===== config.mk =====
export PLATFORM = sky130hd
export DESIGN_NAME = rbfwds_root
export DESIGN_NICKNAME = d
export VERILOG_FILES = /design/src/hdl/rbfwds_pkg.sv /design/src/hdl/rbfwds_root.sv
export SDC_FILE = /design/constraint.sdc
export NUM_CORES = 1
export LEC_CHECK = 0
export BUFFER_PORTS_ARGS = -buffer_cell sky130_fd_sc_hd__buf_2
export CORE_MARGIN = 5
export CORE_UTILIZATION = 59
export CTS_CLUSTER_SIZE = 10
export DETAILED_ROUTE_END_ITERATION = 10
export HOLD_SLACK_MARGIN = 0.08
export PLACE_DENSITY = 0.81
export SLEW_MARGIN = 15
export SYNTH_ARGS = -nofsm -noshare
export SYNTH_HDL_FRONTEND = slang
export SYNTH_SLANG_ARGS = --single-unit

===== constraint.sdc =====
create_clock -name clk -period 9.8 [get_ports clk]
set_input_delay 1.47 -clock clk [delete_from_list [all_inputs] [get_ports clk]]
set_output_delay 1.47 -clock clk [all_outputs]
set_load 0.02 [all_outputs]

===== src/hdl/rbfwds_pkg.sv =====
// Shared types and constants for the multiquadric interpolator.
// No dependencies.
`default_nettype none
package rbfwds_pkg;
  localparam int MAX_POINTS_DEF = 64;
  localparam int MAX_DIMS_DEF = 8;
  localparam int ROOT_PAIRS = 36;
  localparam int ROOT_W = 36;
  localparam int RAD_W = 56;
  localparam logic signed [47:0] ACC_MAX = 48'sh7FFF_FFFF_FFFF;
  localparam logic signed [47:0] ACC_MIN = 48'sh8000_0000_0000;

  localparam logic [1:0] KIND_CENTER = 2'd0;
  localparam logic [1:0] KIND_WEIGHT = 2'd1;
  localparam logic [1:0] KIND_QUERY = 2'd2;
  localparam logic [1:0] KIND_RESERVED = 2'd3;

  localparam logic [1:0] REG_NUM_POINTS = 2'd0;
  localparam logic [1:0] REG_NUM_DIMS = 2'd1;
  localparam logic [1:0] REG_SHAPE_SQ = 2'd2;

  typedef enum logic [3:0] {
    ST_IDLE, ST_START, ST_RD, ST_DIFF, ST_SQ, ST_ACCD,
    ST_ROOT, ST_MUL, ST_ADD, ST_NEXT, ST_OUT
  } state_t;

  typedef struct packed {
    logic start;
    logic busy;
  } root_ctl_t;
endpackage
`default_nettype wire


===== src/hdl/rbfwds_root.sv =====
// Bit-serial floor square root of radicand * 2^16, one result bit per cycle.
// Depends on rbfwds_pkg.
`default_nettype none
module rbfwds_root (
  input  wire logic clk,
  input  wire logic rst,
  input  wire logic start,
  input  wire logic [rbfwds_pkg::RAD_W-1:0] radicand,
  output rbfwds_pkg::root_ctl_t ctl,
  output logic [rbfwds_pkg::ROOT_W-1:0] root
);
  // shifted operand: radicand followed by 16 zero bits (two per pair)
  logic [2*rbfwds_pkg::ROOT_PAIRS-1:0] opnd;
  logic [rbfwds_pkg::ROOT_W+1:0] rem;
  logic [5:0] count;
  logic busy;
  logic [rbfwds_pkg::ROOT_W+1:0] rem_sh;
  logic [rbfwds_pkg::ROOT_W+1:0] trial;

  always_comb begin
    rem_sh = {rem[rbfwds_pkg::ROOT_W-1:0], opnd[2*rbfwds_pkg::ROOT_PAIRS-1 -: 2]};
    trial = {root, 2'b01};
  end

  always_ff @(posedge clk) begin
    if (rst) begin
      busy <= 1'b0;
      count <= '0;
    end else if (start) begin
      busy <= 1'b1;
      count <= 6'(rbfwds_pkg::ROOT_PAIRS);
      opnd <= {radicand, 16'd0};
      rem <= '0;
      root <= '0;
    end else if (busy) begin
      opnd <= {opnd[2*rbfwds_pkg::ROOT_PAIRS-3:0], 2'b00};
      if (rem_sh >= trial) begin
        rem <= rem_sh - trial;
        root <= {root[rbfwds_pkg::ROOT_W-2:0], 1'b1};
      end else begin
        rem <= rem_sh;
        root <= {root[rbfwds_pkg::ROOT_W-2:0], 1'b0};
      end
      count <= count - 6'd1;
      if (count == 6'd1) busy <= 1'b0;
    end
  end

  assign ctl.start = start;
  assign ctl.busy = busy;
endmodule
`default_nettype wire


==> results of run 1 <==
-- routing by layer --
metal | up-vias | wire [um] | GRT usage (%)
li1 | 2721 | - | -
met1 | 2697 | 7010 | 26.9
met2 | 183 | 8310 | 37.4
met3 | 26 | 1060 | 6.99
met4 | 0 | 303 | 7.27
met5 | - | 0 | 0
-- final timing paths --
check,start,endpoint,cells past startpoint
setup / recovery,start,ctl[1],2
hold / removal,count[1]$_SDFFE_PP0P_,count[1]$_SDFFE_PP0P_,2
setup reg to reg,rem[29]$_SDFFCE_PP0P_,rem[25]$_SDFFCE_PP0P_,8
hold reg to reg,count[1]$_SDFFE_PP0P_,count[1]$_SDFFE_PP0P_,2
-- layout make-up --
type                       count  area share, %
timing repair buffer          99           5.65
clock inverter                15           1.59
tap                          176           2.46
sequential                   135           44.5
multi-input combinational    481           38.8
clock buffer                  17           4.75
inverter                      54           2.26
-- registers in the layout, indices dropped and copies added, names as in the netlist --
signal  count
count       6
busy        1
root       36
opnd       56
rem        36
-- report_power, final --
part           switching [W]  total (W)  internal, W
Sequential         0.0000211   0.000710     0.000689
Clock               0.000260   0.000614     0.000354
Combinational       0.000225   0.000381     0.000156
Total               0.000506    0.00170      0.00120
-- metrics by stage --
step | util (%) | total power [W] | area, sq um | hold WS [ps]
after detailed placement | 63.8 | 0.00109 | 8380 | 502
after floorplan | - | 0.00102 | 7850 | 456
after CTS | 68.1 | 0.00171 | 8940 | 522
after global placement | 63.8 | 0.00108 | 8380 | 475
after global routing | 68.1 | 0.00179 | 8950 | 558
final | 68.1 | 0.00170 | 8950 | 515
-- placed cells by master, fill, tap and decap left out, types with 4 or more instances in the layout --
master / count
nand3_1: 10
nand4_1: 12
a21o_1: 13
nor2_1: 90
a211oi_2: 8
and2_1: 4
xnor2_1: 21
edfxtp_1: 128
and3_1: 6
a21oi_1: 41
o21ai_0: 17
mux2i_1: 25
nand2_1: 35
buf_4: 4
dfxtp_1: 7
nor3_1: 13
o21ai_1: 4
buf_2: 95
o21a_1: 7
ha_1: 40
clkbuf_16: 17
nor2b_1: 10
inv_1: 54
o21bai_1: 5
a31oi_1: 8
inv_6: 5
mux2_2: 54
xor2_1: 16
-- logic make-up after synthesis --
group	after synthesis	synth area share [%]
fa+ha+maj	40	6.37
simple gates	197	11.4
buf+inv	92	5.29
flops	135	50.7
xor+xnor	37	4.13
compound gates	128	11.1
mux	79	10.9
==> flow_summary.yaml, run 1 <==
die:
  core_sq_um: 13100
  row_count: 42
  die-area_sq_um: 15700
  start_util_pct: 59.8
  pin_count: 97
  chipHeight_um: 125
  fp.dieW_um: 125
logic_synthesis:
  yosysMostFrequentCell: "edfxtp_1"
  syn-mean-instance-area_sq_um: 11.1
  synth_cell_type_count: 57
  synth_common_cells: "128 x edfxtp_1, 91 x nor2_1, 54 x inv_1, 54 x mux2_2, 41 x a21oi_1"
  ys_ff_latch: 135
  ys_seq_area_share_pct: 50.7
  synth_top_area_share_pct: 48.9
  synth_nets: 807
  synth.cell_area_sq_um: 7850
  async_flop_share_pct: 0
  synth_cells: 708
  synth_edf_count: 128
  synth.area.top_cells: "edfxtp_1 49%, mux2_2 7.7%, ha_1 6.4%, nor2_1 4.3%, mux2i_1 3.2%"
  synth-main-ff-cell: "edfxtp_1"
  ys.warnings.count: 0
  yosysTopAreaCell: "edfxtp_1"
setup_path:
  cp_top_family: "buffers and inverters"
  arrival_ps: 2030
  critPathLaunchType: "input pin"
  cp_max_fo: 32
  crit_buf_inv: 2
  slowest_stage: "buf_4"
  endpoint_kind: "output pin"
  reg2reg_slack_ps: 6570
  path_class: "in2out"
  cp_slowest_stage_delay_ps: 320
  worstPathRequired_ps: 8330
  cp_cell_sequence: "buf_4, buf_2"
routing:
  drt_iter0_drc: 370
  via_per_inst: 5.76
  via_count: 5627
  ant_nets: 0
  drt-total-wl_mm: 16.7
  firstDrtPassIters: 5
  wire_per_inst_um: 17.1
  drc: 0
sta:
  worst_clock_skew_ps: 16.2
  tightestPinTransition_ps: 1120
  slew-limit-headroom_pct: 25.6
  finalMaxSlewViolations: 0
  fin_ws_ps: 6300
  hold_violations: 0
  finalSetupViolCount: 0
  clock.fmax_mhz: 285
  finalSetupTns_ps: 0
  rsz0062_at_grt: "no"
  finalCriticalPeriod_ps: 3500
  fin_crit_sh_pct: 35.8
clocking:
  clkSinkCount: 135
  ctsResizeCount: 0
  cts_hold_buf: 0
  numCtsBuffers: 17
  h-tree-depth: 4
  clkLatencyLatePin_ps: 430
  clk_path_buf_depth: 2
  cts-root-buf: "clkbuf_16"
  cts_tree: "yes"
  cts_setup_buffers: 0
  clkTransAtPathRegs_ps: 60
cells_and_area:
  num_antenna_cells: 0
  register_area_sq_um: 3980
  areaGrowthSynthToFinish_pct: 14.0
  nFillCells: 973
  drive_above_1_share_pct: 25.2
  multi_input_area_sq_um: 3470
  finalNetCount: 887
  stdcell_count: 977
pwr:
  p_leak_nw: 3.68
  vdd_drop_max_mv: 0.162
  powerDensity_nw_per_um2: 190
worst_hold_path:
  hold_class: "reg2reg"
placement:
  pre_cts_ws_ps: 6200
  place.gp.congestion: 1.06
  hpwl_mm: 11.5
  port_buffers: 96
  dp.cells: 945
job:
  max_cap_viol_count: 0
outcome:
  outcome: "finished clean"
global_route:
  track_usage_pct: 22.1
  grt_start_max_net_pins: 101
  grt_overflow: 0
  antenna_found_initial: 0
  grt_pass1_wl_mm: 28.3
  grt_pass1_vias: 5866
(Power assumes the default switching activity.)
==> inputs of run 2 (changes only) <==
CORE_UTILIZATION = 53   (was 59)
PLACE_DENSITY = 0.77   (was 0.81)
clock period = 3.1 ns   (was 9.8 ns; I/O delays follow)
==> run 2 against run 1 <==
  * Non-clock buffer count up 12
  * Sequential share of layout area down 0.66 points
  * First-iteration DRC count down 3.2%
  * Largest power group unchanged
  * Critical path type is now reg2reg
  * Flip-flop and latch count unchanged
  * Critical path depth up 9
  * Design area up 1.5%
  * Clock power rose to 3.1 times the previous value
  * Combinational power rose to 3.3 times the previous value
  * Routed wire length down 2.1%
==> flow_summary.yaml, run 2 (synthesis results as in run 1) <==
outcome:
  outcome: "finished clean"
cells_and_area:
  largest_reg_flops: 56
  finalNetCount: 899
  num_antenna_cells: 0
  areaGrowthSynthToFinish_pct: 15.7
  most-common-layout-cells: "128 x edfxtp_1, 95 x buf_2, 90 x nor2_1, 54 x inv_1, 54 x mux2_2"
  top_regs: "opnd x56, rem x36, root x36"
  layout_commonest_cell: "edfxtp_1"
  drive_above_1_share_pct: 26.4
  stdcell_count: 996
  nFillCells: 1197
  regMostFlops: "opnd"
sta:
  finalMaxSlewViolations: 0
  finalSetupTns_ps: 0
  finalSetupViolCount: 0
  tightestPinTransition_ps: 577
  worst_clock_skew_ps: 8.59
  clock.fmax_mhz: 341
  fin_crit_sh_pct: 94.5
  slew-limit-headroom_pct: 61.5
  finalCriticalPeriod_ps: 2930
  hold_violations: 0
  rsz0062_at_grt: "no"
global_route:
  antenna_found_initial: 0
  grt_pass1_wl_mm: 27.2
  track_usage_pct: 19.2
  grt_start_max_net_pins: 87
  grt_pass1_vias: 5567
  grt_overflow: 0
die:
  die-area_sq_um: 17400
  pin_count: 97
  fp.dieW_um: 132
  core_sq_um: 14500
  row_count: 44
  start_util_pct: 54.0
  chipHeight_um: 132
placement:
  place.gp.congestion: 0.893
  hpwl_mm: 11.9
  port_buffers: 96
  dp.cells: 964
clocking:
  h-tree-depth: 4
  clkLatencyLatePin_ps: 420
  clk_path_buf_depth: 2
  cts_hold_buf: 0
  clkTransAtPathRegs_ps: 60
  cts_tree: "yes"
  clkSinkCount: 135
  cts-root-buf: "clkbuf_16"
  numCtsBuffers: 17
routing:
  ant_nets: 0
  firstDrtPassIters: 5
  drc: 0
  drt_iter0_drc: 358
  wire_per_inst_um: 16.4
  via_per_inst: 5.57
  via_count: 5543
  drt-total-wl_mm: 16.3
pwr:
  p_leak_nw: 3.75
  powerDensity_nw_per_um2: 592
  vdd_drop_max_mv: 0.406
job:
  max_cap_viol_count: 0
worst_hold_path:
  hold_class: "in2reg"
setup_path:
  endpoint_kind: "register"
  cp_max_fo: 6
  path_class: "reg2reg"
  arrival_ps: 3080
  worstPathRequired_ps: 3250
  critPathLaunchType: "register"
-- run 2: area by class of cell --
class                   instances  area [sq um]  area share (%)
repair buffers                111           633            6.97
flip-flops and latches        135          3980            43.9
multi-input cells             481          3480            38.3
clock inverters                13           123            1.35
inverters                      54           203            2.23
clock buffers                  18           429            4.72
well taps                     184           230            2.53
-- run 2: where the power goes --
group          switching, W  leakage [nW]  internal, W
Combinational      0.000713          2.18     0.000529
Clock              0.000791         0.271      0.00111
Sequential        0.0000625          1.30      0.00218
-- run 2: worst paths after layout --
check	from	endpoint	slack, ps	cells past startpoint
worst max-delay path	root[10]$_SDFFCE_PP0P_	rem[27]$_SDFFCE_PP0P_	170	11
worst max register to register	root[10]$_SDFFCE_PP0P_	rem[27]$_SDFFCE_PP0P_	170	11
worst min register to register	count[1]$_SDFFE_PP0P_	count[1]$_SDFFE_PP0P_	490	2
worst min-delay path	radicand[1]	opnd[17]$_SDFFCE_PN0P_	330	2
-- run 2: worst max-delay path: stages (launching register included) --
cell      delay, ps
edfxtp_1        340
inv_1            60
ha_1            380
a21o_1          260
a21o_1          200
a211o_1         310
a31oi_1         290
nand2_1         110
o21ai_0         310
xnor2_1         150
mux2i_1         180
nor2_1           70
-- run 2: repair_timing --
item	in CTS	in global routing
endpoints found under the setup margin	0	37
gates resized for setup	0	3
setup buffers	0	1
-- run 2: per-stage QoR --
stage          power [W]  hold WS, ps  setup WS (ps)  util (%)  instance area (sq um)
2_1_floorplan    0.00321          456           42.9         -                   7860
5_1_grt          0.00567          301           13.1      62.5                   9080
3_3_place_gp     0.00347          470           86.7      58.5                   8510
6_report         0.00538          329            170      62.5                   9080
3_5_place_dp     0.00350          479           35.1      58.5                   8510
4_1_cts          0.00541          306           19.8      62.3                   9060
-- run 2: layer usage --
layer,part of all wire (%),up-vias,global-route usage (%),wire (um)
li1,-,2747,-,-
met1,45,2633,24.6,7320
met2,47,142,30.6,7670
met3,6.7,21,7.37,1090
met4,1.5,0,5.49,243
met5,0,-,0,0
==> inputs of run 3 (changes only) <==
CORE_UTILIZATION = 30   (was 53)
PLACE_DENSITY = default   (was 0.77)
==> run 3 against run 2 <==
  * Setup slack got worse by 65 ps
  * Sequential share of layout area decreased by 1.3 points
  * Final cell count increased by 15%
  * Clock power increased by 11%
  * Via count decreased by 0.14%
  * Clock skew increased by 4.1 ps
  * Sequential power about the same
==> flow_summary.yaml, run 3 (synthesis results as in run 1) <==
placement:
  port_buffers: 96
  dp.cells: 1117
  hpwl_mm: 12.7
  pre_cts_ws_ps: 60.0
  place.gp.congestion: 0.884
routing:
  highest_layer: "met5"
  drt_iter0_drc: 360
  wire_per_inst_um: 15.7
  wl_met2_mm: 8.18
  drc: 0
  wl_met3_mm: 1.42
  ant_nets: 0
  drt-total-wl_mm: 18.0
  via_count: 5535
  via_per_inst: 4.81
  firstDrtPassIters: 5
  wl_met1_mm: 8.20
global_route:
  grt_overflow: 0
  grt_pass1_vias: 5681
  grt_start_max_net_pins: 101
  track_usage_pct: 12.5
  antenna_found_initial: 2
  grt_pass1_wl_mm: 29.4
setup_path:
  setup.worst_path.end: "rem[20]$_SDFFCE_PP0P_"
  cp_max_fo: 24
  endpoint_kind: "register"
  rr_endpoint: "rem[20]$_SDFFCE_PP0P_"
  critPathLaunchType: "register"
  reg2reg_from: "rem[22]$_SDFFCE_PP0P_"
  cp_cell_sequence: "ha_2, nand2_2, or4_1, nor4_1, a31o_1, a21o_2, buf_12, mux2i_1, nor2_1"
  cp_slowest_stage_delay_ps: 560
  path_class: "reg2reg"
  worstPathRequired_ps: 3270
  arrival_ps: 3170
  startpoint: "rem[22]$_SDFFCE_PP0P_"
  worst_r2r_path_depth: 9
  slowest_stage: "or4_1"
  reg2reg_slack_ps: 110
cells_and_area:
  stdcell_count: 1150
  areaGrowthSynthToFinish_pct: 19.1
  finalNetCount: 900
  top_regs: "opnd x56, rem x36, root x36"
  most-common-layout-cells: "128 x edfxtp_1, 95 x buf_2, 90 x nor2_1, 54 x inv_1, 54 x mux2_2"
  nFillCells: 2581
  drive_above_1_share_pct: 26.9
  layout_commonest_cell: "edfxtp_1"
  regMostFlops: "opnd"
  largest_reg_flops: 56
sta:
  rsz0062_at_grt: "no"
  worst_clock_skew_ps: 12.7
  finalSetupViolCount: 0
  fin_ws_ps: 106
  tightestPinTransition_ps: 579
  fin_crit_sh_pct: 96.6
  finalSetupTns_ps: 0
  clock.fmax_mhz: 334
  finalCriticalPeriod_ps: 2990
  slew-limit-headroom_pct: 61.0
  finalMaxSlewViolations: 0
  hold_slack_ps: 315
  hold_violations: 0
pwr:
  vdd_drop_max_mv: 0.329
  powerDensity_nw_per_um2: 598
  p_leak_nw: 3.78
  finalPower_w: 0.00560
clocking:
  cts_tree: "yes"
  h-tree-depth: 4
  numCtsBuffers: 17
  clkSinkCount: 135
  cts-root-buf: "clkbuf_16"
  clkLatencyLatePin_ps: 430
  clk_path_buf_depth: 2
  clkTransAtPathRegs_ps: 70
  cts_setup_buffers: 0
die:
  pin_count: 97
  start_util_pct: 30.3
  core_sq_um: 25900
  fp.dieW_um: 172
  row_count: 59
  chipHeight_um: 172
  die-area_sq_um: 29500
worst_hold_path:
  hold_class: "in2reg"
outcome:
  outcome: "finished clean"
job:
  max_cap_viol_count: 0
## run 3: layout make-up
class | count | area [sq um] | area share [%]
Antenna cell | 1 | 2.50 | 0.0268
Clock buffer | 17 | 425 | 4.55
Clock inverter | 15 | 180 | 1.93
Inverter | 54 | 203 | 2.17
Multi-Input combinational cell | 481 | 3480 | 37.3
Sequential cell | 135 | 3980 | 42.6
Tap cell | 335 | 419 | 4.48
Timing Repair Buffer | 112 | 653 | 6.98
## run 3: worst max-delay path, delay by kind of cell (launching register included)
| kind | cells | cell delay [ps] |
|---|---|---|
| fa+ha+maj | 1 | 440 |
| compound gates | 2 | 330 |
| simple gates | 4 | 1070 |
| flops | 1 | 410 |
| buf+inv | 1 | 210 |
| mux | 1 | 260 |
## run 3: report_power, final
part | switching, W | leakage, nW | total, W | internal [W]
clock | 0.000884 | 0.296 | 0.00210 | 0.00122
sequential | 0.0000587 | 1.30 | 0.00223 | 0.00217
combinational | 0.000722 | 2.19 | 0.00126 | 0.000536
## run 3: worst min path at each step
stage | from | to | cells past startpoint
6_report | radicand[0] | opnd[16]$_SDFFCE_PN0P_ | 2
5_1_grt | radicand[17] | opnd[33]$_DFFE_PP_ | 2
4_1_cts | radicand[0] | opnd[16]$_SDFFCE_PN0P_ | 2
3_5_place_dp | count[1]$_SDFFE_PP0P_ | count[1]$_SDFFE_PP0P_ | 2
3_3_place_gp | count[1]$_SDFFE_PP0P_ | count[1]$_SDFFE_PP0P_ | 2
2_1_floorplan | count[1]$_SDFFE_PP0P_ | count[1]$_SDFFE_PP0P_ | 2
## run 3: through the flow
stage                     instance area [sq um]  util (%)
after CTS                                  9330      36.0
after floorplan                            7860         -
final                                      9350      36.1
after detailed placement                   8720      33.7
after global placement                     8720      33.7
after global routing                       9350      36.1
## run 3: layer usage
| layer | vias up | GRT usage [%] |
|---|---|---|
| li1 | 2739 | - |
| met1 | 2653 | 15.9 |
| met3 | 17 | 5.17 |
| met4 | 4 | 3.59 |
| met2 | 122 | 19.8 |
| met5 | - | 0 |
## run 3: repair_timing
item	in CTS	in global routing
hold buffers	0	0
setup endpoints to repair	0	37
resized for setup	0	5
